==> config.mk <==
export PLATFORM = sky130hd
export DESIGN_NAME = touch_tap_hold_detector
export DESIGN_NICKNAME = d
export VERILOG_FILES = /design/src/rtl/core/tthd_pkg.sv /design/src/rtl/core/tthd_cfg.sv /design/src/rtl/core/tthd_update.sv /design/src/rtl/core/touch_tap_hold_detector.sv
export SDC_FILE = /design/constraint.sdc
export NUM_CORES = 1
export LEC_CHECK = 0
export ABC_AREA = 1
export BUFFER_PORTS_ARGS = -buffer_cell sky130_fd_sc_hd__buf_4
export CAP_MARGIN = 20
export CORE_MARGIN = 2
export CORE_UTILIZATION = 47
export DETAILED_ROUTE_END_ITERATION = 8
export GPL_TIMING_DRIVEN = 0
export PLACE_DENSITY = 0.65
export REMOVE_ABC_BUFFERS = 1
export SLEW_MARGIN = 20
export SYNTH_ARGS = -nofsm -noshare
export SYNTH_HDL_FRONTEND = slang
export SYNTH_SLANG_ARGS = --single-unit
==> constraint.sdc <==
create_clock -name clk -period 4.9 [get_ports clk]
set_input_delay 0.245 -clock clk [delete_from_list [all_inputs] [get_ports clk]]
set_output_delay 0.245 -clock clk [all_outputs]
set_load 0.05 [all_outputs]
==> src/rtl/core/tthd_pkg.sv <==
// Shared types and constants for the touch tap and hold detector.
`default_nettype none

package tthd_pkg;

	// Field widths.
	localparam int unsigned SampleW = 10;
	localparam int unsigned IntegW  = 4;
	localparam int unsigned DurW    = 8;
	localparam int unsigned CfgIdxW = 3;
	localparam int unsigned CfgDataW = 10;

	// Configuration register indexes.
	typedef enum logic [CfgIdxW-1:0] {
		REG_LEVEL_THRESHOLD = 3'd0,
		REG_DIFF_THRESHOLD  = 3'd1,
		REG_INTEGRATOR_MAX  = 3'd2,
		REG_ON_LEVEL        = 3'd3,
		REG_HOLD_COUNT      = 3'd4
	} cfg_reg_t;

	// Item kinds carried in the input tuser bit.
	localparam logic FUNC_SAMPLE   = 1'b0;
	localparam logic FUNC_READ_TAP = 1'b1;

	// Reset values of the configuration registers.
	localparam logic [SampleW-1:0] LEVEL_THRESHOLD_RST = 10'd512;
	localparam logic [SampleW-1:0] DIFF_THRESHOLD_RST  = 10'd20;
	localparam logic [IntegW-1:0]  INTEGRATOR_MAX_RST  = 4'd10;
	localparam logic [IntegW-1:0]  ON_LEVEL_RST        = 4'd5;
	localparam logic [DurW-1:0]    HOLD_COUNT_RST      = 8'd100;

	// Current configuration as seen by the update logic.
	typedef struct packed {
		logic [SampleW-1:0] level_threshold;
		logic [SampleW-1:0] diff_threshold;
		logic [IntegW-1:0]  integrator_max;
		logic [IntegW-1:0]  on_level;
		logic [DurW-1:0]    hold_count;
	} cfg_t;

	// One result item.
	typedef struct packed {
		logic tapped;
		logic holding;
		logic touching;
	} result_t;

endpackage

`default_nettype wire

==> src/rtl/core/tthd_cfg.sv <==
// Configuration register file of the touch tap and hold detector.
`default_nettype none

module tthd_cfg
	import tthd_pkg::*;
(
	input  wire logic                clk,
	input  wire logic                arst_n,
	input  wire logic                cfg_we,
	input  wire logic [CfgIdxW-1:0]  cfg_index,
	input  wire logic [CfgDataW-1:0] cfg_data,
	output cfg_t                     cfg
);

	cfg_t cfg_q;

	// Write the addressed register; unknown indexes are ignored.
	always_ff @(posedge clk or negedge arst_n) begin
		if (!arst_n) begin
			cfg_q.level_threshold <= LEVEL_THRESHOLD_RST;
			cfg_q.diff_threshold  <= DIFF_THRESHOLD_RST;
			cfg_q.integrator_max  <= INTEGRATOR_MAX_RST;
			cfg_q.on_level        <= ON_LEVEL_RST;
			cfg_q.hold_count      <= HOLD_COUNT_RST;
		end else if (cfg_we) begin
			case (cfg_index)
				REG_LEVEL_THRESHOLD: cfg_q.level_threshold <= cfg_data[SampleW-1:0];
				REG_DIFF_THRESHOLD:  cfg_q.diff_threshold  <= cfg_data[SampleW-1:0];
				REG_INTEGRATOR_MAX:  cfg_q.integrator_max  <= cfg_data[IntegW-1:0];
				REG_ON_LEVEL:        cfg_q.on_level        <= cfg_data[IntegW-1:0];
				REG_HOLD_COUNT:      cfg_q.hold_count      <= cfg_data[DurW-1:0];
				default: ;
			endcase
		end
	end

	assign cfg = cfg_q;

endmodule

`default_nettype wire

==> src/rtl/core/tthd_update.sv <==
// Touch state registers and the single-pass update for one item.
`default_nettype none

module tthd_update
	import tthd_pkg::*;
(
	input  wire logic               clk,
	input  wire logic               arst_n,
	input  wire logic               en,
	input  wire logic               func,
	input  wire logic [SampleW-1:0] sample,
	input  wire cfg_t               cfg,
	output result_t                 result
);

	logic [SampleW-1:0] prev_q;
	logic [IntegW-1:0]  integ_q;
	logic [DurW-1:0]    dur_q;
	logic               touching_q;
	logic               holding_q;
	logic               tap_q;

	logic [SampleW-1:0] diff;
	logic               hit;
	logic [IntegW-1:0]  integ_d;
	logic [DurW-1:0]    dur_inc;
	logic [DurW-1:0]    dur_d;
	logic               touching_d;
	logic               holding_d;
	logic               tap_d;
	logic [SampleW-1:0] prev_d;

	// Hit detection: absolute level or sample-to-sample change.
	always_comb begin
		diff = (prev_q > sample) ? (prev_q - sample) : (sample - prev_q);
		hit  = (sample > cfg.level_threshold) || (diff > cfg.diff_threshold);
	end

	// Next state for this item.
	always_comb begin
		prev_d     = prev_q;
		integ_d    = integ_q;
		dur_d      = dur_q;
		touching_d = touching_q;
		holding_d  = holding_q;
		tap_d      = tap_q;
		dur_inc    = (dur_q != {DurW{1'b1}}) ? (dur_q + DurW'(1)) : dur_q;
		if (func == FUNC_READ_TAP) begin
			tap_d = 1'b0;
		end else begin
			prev_d = sample;
			// Saturating integrator: up on a hit, down on a miss.
			if (hit) begin
				if (integ_q < cfg.integrator_max) integ_d = integ_q + IntegW'(1);
			end else if (integ_q != '0) begin
				integ_d = integ_q - IntegW'(1);
			end
			// Touch qualification, duration count and release handling.
			if (integ_d >= cfg.on_level) begin
				touching_d = 1'b1;
				if (dur_inc >= cfg.hold_count) begin
					holding_d = 1'b1;
					dur_d     = cfg.hold_count;
				end else begin
					dur_d = dur_inc;
				end
			end else if (touching_q) begin
				touching_d = 1'b0;
				holding_d  = 1'b0;
				if (dur_q < cfg.hold_count) tap_d = 1'b1;
				dur_d = '0;
			end
		end
	end

	// The result reports flags after the item; a read reports the tap flag before clearing.
	always_comb begin
		result.touching = touching_d;
		result.holding  = holding_d;
		result.tapped   = (func == FUNC_READ_TAP) ? tap_q : tap_d;
	end

	// State registers advance once per item.
	always_ff @(posedge clk or negedge arst_n) begin
		if (!arst_n) begin
			prev_q     <= '0;
			integ_q    <= '0;
			dur_q      <= '0;
			touching_q <= 1'b0;
			holding_q  <= 1'b0;
			tap_q      <= 1'b0;
		end else if (en) begin
			prev_q     <= prev_d;
			integ_q    <= integ_d;
			dur_q      <= dur_d;
			touching_q <= touching_d;
			holding_q  <= holding_d;
			tap_q      <= tap_d;
		end
	end

endmodule

`default_nettype wire

==> src/rtl/core/touch_tap_hold_detector.sv <==
// Top level of the touch tap and hold detector: input and result registers.
//
//  Channel   Ports                        Beat contents (lowest bit first)
//  input     s_tvalid s_tready s_tdata    s_tdata: sample[9:0], zero pad to 16
//                     s_tuser             s_tuser: func (0 sample, 1 read tap)
//  result    m_tvalid m_tready m_tdata    m_tdata: touching, holding, tapped, pad to 8
//  config    cfg_we cfg_index cfg_data    index 0..4 per register list
//
// One beat per cycle is accepted while no stalled result blocks the input register; a
// beat fills the input register when accepted, and the update writes its result into the
// result register when that register is free or drains. The state update is one pass
// of compares and 4/8-bit counter steps. A stalled result holds in the result register
// while the input register still fills, so one more beat is taken.
// Reset clears all touch state and restores the register defaults.
`default_nettype none

module touch_tap_hold_detector
	import tthd_pkg::*;
(
	input  wire logic                clk,
	input  wire logic                arst_n,
	input  wire logic                s_tvalid,
	output logic                     s_tready,
	input  wire logic [15:0]         s_tdata,   // [9:0] sample, [15:10] zero
	input  wire logic                s_tuser,   // [0] func
	output logic                     m_tvalid,
	input  wire logic                m_tready,
	output logic [7:0]               m_tdata,   // [0] touching, [1] holding, [2] tapped
	input  wire logic                cfg_we,
	input  wire logic [CfgIdxW-1:0]  cfg_index,
	input  wire logic [CfgDataW-1:0] cfg_data
);

	cfg_t               cfg;
	result_t            result;
	logic               valid_s1;
	logic               func_s1;
	logic [SampleW-1:0] sample_s1;
	logic               valid_s2;
	result_t            result_s2;
	logic               advance;

	tthd_cfg u_cfg (
		.clk       (clk),
		.arst_n    (arst_n),
		.cfg_we    (cfg_we),
		.cfg_index (cfg_index),
		.cfg_data  (cfg_data),
		.cfg       (cfg)
	);

	// Stage 1 moves into the result register when that register is free or drains.
	assign advance  = valid_s1 && (!valid_s2 || m_tready);
	assign s_tready = !valid_s1 || advance;

	tthd_update u_update (
		.clk    (clk),
		.arst_n (arst_n),
		.en     (advance),
		.func   (func_s1),
		.sample (sample_s1),
		.cfg    (cfg),
		.result (result)
	);

	// Valid bits of both stages.
	always_ff @(posedge clk or negedge arst_n) begin
		if (!arst_n) begin
			valid_s1 <= 1'b0;
			valid_s2 <= 1'b0;
		end else begin
			if (s_tready) valid_s1 <= s_tvalid;
			if (!valid_s2 || m_tready) valid_s2 <= valid_s1;
		end
	end

	// Payload registers.
	always_ff @(posedge clk) begin
		if (s_tready && s_tvalid) begin
			func_s1   <= s_tuser;
			sample_s1 <= s_tdata[SampleW-1:0];
		end
		if (advance) result_s2 <= result;
	end

	assign m_tvalid = valid_s2;
	assign m_tdata  = {5'd0, result_s2.tapped, result_s2.holding, result_s2.touching};

endmodule

`default_nettype wire
==> impl_metrics.yaml <==
status:
  status: "complete, but fails checks"
  failed_checks: "design-rule violations, negative hold slack"
synthesis:
  ys_top_cells_by_count: "215 x nand2_1, 143 x inv_1, 65 x o21ai_0"
  ys_warn_count: 0
  ys_types: 38
  synthFlopType: "dfrtp_1"
  synth-edff-count: 14
  synth_area_leaders: "dfrtp_1 24%, nand2_1 14%, ha_1 14%, inv_1 9.6%, edfxtp_1 7.5%"
  seq_area_frac_synth_pct: 36.1
  async_flop_share_pct: 81.8
  synth_area_per_cell_um2: 7.38
  synthesis.area_um2: 5570
  synth_top_cell_by_area: "dfrtp_1"
  post-synth-top-area-fraction_pct: 23.8
  netlist_instances: 755
  yosysMostFrequentCell: "nand2_1"
  synth-seq-cells: 77
floorplan:
  initial_core_util_pct: 48.4
  rows: 39
  die_area_um2: 12700
  core_area_um2: 11500
  die_y_um: 113
  die_x_um: 113
  ios: 45
run:
  drv_cap: 0
pwr:
  ir_drop_mv: 0.386
  p_leak_nw: 3.42
  p_total_mw: 3.51
  p_per_area_nw_per_um2: 565
routing:
  routedWlPerCell_um: 13.6
  first_pass_iters: 6
  num_vias: 4774
  drt_first_iter_violations: 260
  drc: 3
  drtAntennaViolNets: 0
  viasPerCell: 5.12
  routed_wl_um: 12700
finish:
  drive_gt1_share_pct: 10.4
  syn_to_final_growth_pct: 11.5
  n_fill_cell: 1115
  diodes: 0
  final_area_um2: 6220
  fin_nets: 886
  postLayoutCoreUtil_pct: 54.0
  seq_area_um2: 2010
  multi_input_area_um2: 2940
  final_cell_count_no_fill: 933
global_routing:
  grt_use_total_pct: 21.4
  grt_pass1_wl_um: 21600
  antenna_found_initial: 0
  grt-ovfl-total: 0
  grt_max_degree: 64
  grt_pass1_vias: 4665
sta:
  rsz0062_at_grt: "false"
  skew_ns: 0.0106
  tns_ns: 0
  finalHoldViolations: 5
  finalSetupViolCount: 0
  final.period_utilization_pct: 91.7
  hold_ws_ns: -0.0126
  fmax_mhz: 223
  worst_slew_pin_slew_ns: 1.07
  period_minus_slack_ns: 4.49
  final_max_slew_viol_count: 0
  max_slew_margin_pct: 28.9
cts:
  postCtsSetupBuffers: 0
  ctsLongestPathBuffers: 2
  clock-sinks: 77
  cts_hold_buf: 0
  clkLatencyLatePin_ns: 0.34
  path_clk_slew_ns: 0.06
  numCtsBuffers: 9
  htreeDepth: 3
  cts_tree: "built"
  cts-root-buf: "clkbuf_16"
setup_path:
  critPathLaunch: "sample_s1[0]"
  r2r_start: "sample_s1[0]"
  crit_end: "u_update.dur_q[2]"
  slowest_stage: "edfxtp_1"
  critical-path-max-stage-delay_ns: 0.44
  critPathCaptureType: "flip-flop"
  crit_path_max_fanout: 8
  critPathArrivalTime_ns: 4.77
  cp-start-kind: "flip-flop"
  r2r_slack_ns: 0.41
  crit_required_ns: 5.18
  path_class: "flip-flop to flip-flop"
  reg2regPathDepth: 29
  reg2reg_to: "u_update.dur_q[2]"
  crit_path_frequent_cell: "nand2_1"
place:
  place_congestion: 0.898
  dpl_cell_area_um2: 5910
  place_inst: 917
  place.port_buffers: 33
  place.detailed.hpwl_um: 10100
min_path:
  hold_class: "input pin to asynchronous set/reset pin"
-- worst min path at each step --
| stage | from | cells past startpoint | end |
|---|---|---|---|
| 2_1_floorplan | arst_n | 0 | m_tvalid |
| 5_1_grt | s_tuser | 1 | func_s1 |
| 3_5_place_dp | arst_n | 1 | valid_s1 |
| 3_3_place_gp | arst_n | 1 | m_tvalid |
| 6_report | arst_n | 1 | valid_s1 |
| 4_1_cts | arst_n | 1 | valid_s1 |
-- registers in the layout, summed over array words and instances, names as in the netlist --
name	cells
u_update.tap_q	1
sample_s1	10
u_update.holding_q	1
u_update.touching_q	1
u_update.integ_q	4
m_tvalid	1
func_s1	1
u_cfg.cfg	36
m_tdata	3
valid_s1	1
u_update.prev_q	10
u_update.dur_q	8
-- layout make-up --
cell class,count,share of cell area (%)
clock inverter,5,0.845
clock buffer,11,3.74
multi-input combinational,516,47.2
timing repair buffer,33,3.99
tap,143,2.88
inverter,148,8.98
sequential,77,32.3
-- cell usage in the layout (no fill, tap or decap), types with 2 or more instances in the layout --
cell type	synthesis	final
or2_2	2	2
conb_1	1	5
nor3_1	3	3
o21ai_1	6	5
nand2_2	6	6
fa_1	2	2
edfxtp_1	14	14
nand2_1	215	215
nand3_2	1	2
xor2_1	13	13
ha_1	64	64
nand3_1	54	53
clkbuf_16	0	9
dfstp_2	10	10
a21oi_1	28	28
nor2_1	23	22
clkinv_2	0	3
nor2_2	3	4
o21ai_0	65	65
dfrtp_1	53	53
o21a_1	2	2
nand4_1	8	8
inv_1	143	141
buf_4	6	33
inv_2	5	6
o21bai_1	5	5
clkbuf_1	5	2
-- critical path: cells and delay by family (launching register included) --
family,cells,cell delay [ns]
compound gates,2,0.32
xor+xnor,1,0.16
buf+inv,5,0.46
fa+ha+maj,4,1.17
simple gates,17,1.87
flops,1,0.44
-- metrics by stage --
stage	hold slack, ns	worst slack (ns)
after floorplan	-0.0506	1.07
after global placement	0.393	0.138
after detailed placement	0.394	0.0648
after CTS	0.0254	0.0423
after global routing	0.0690	0.0111
final	-0.0126	0.409
-- where the power goes --
part / internal [mW] / switching (mW)
combinational: 0.693 / 1.20
sequential: 0.829 / 0.148
clock: 0.392 / 0.254
-- timing repair --
item / in CTS / in global routing
endpoints found under the setup margin: 0 / 13
gates resized for setup: 0 / 7
hold endpoints to repair: 0 / 0
-- layer usage --
metal,global-route usage (%),vias to the layer above,routed length (um)
met4,9.19,0,315
met3,3.21,23,413
met1,27.4,2218,5940
met5,0,-,0
li1,-,2435,-
met2,36.1,98,6000
-- cell families (layout without fill, tap and decap cells) --
kind of cell,Yosys count,count (layout),share of synthesized area (%)
compound gates,113,113,10.8
xor+xnor,14,14,2.20
fa+ha+maj,66,66,15.1
buf+inv,166,197,11.9
flops,77,77,36.1
other cells,1,5,0.0673
simple gates,318,318,23.9
Note: power is estimated with default switching activity, not from simulation.
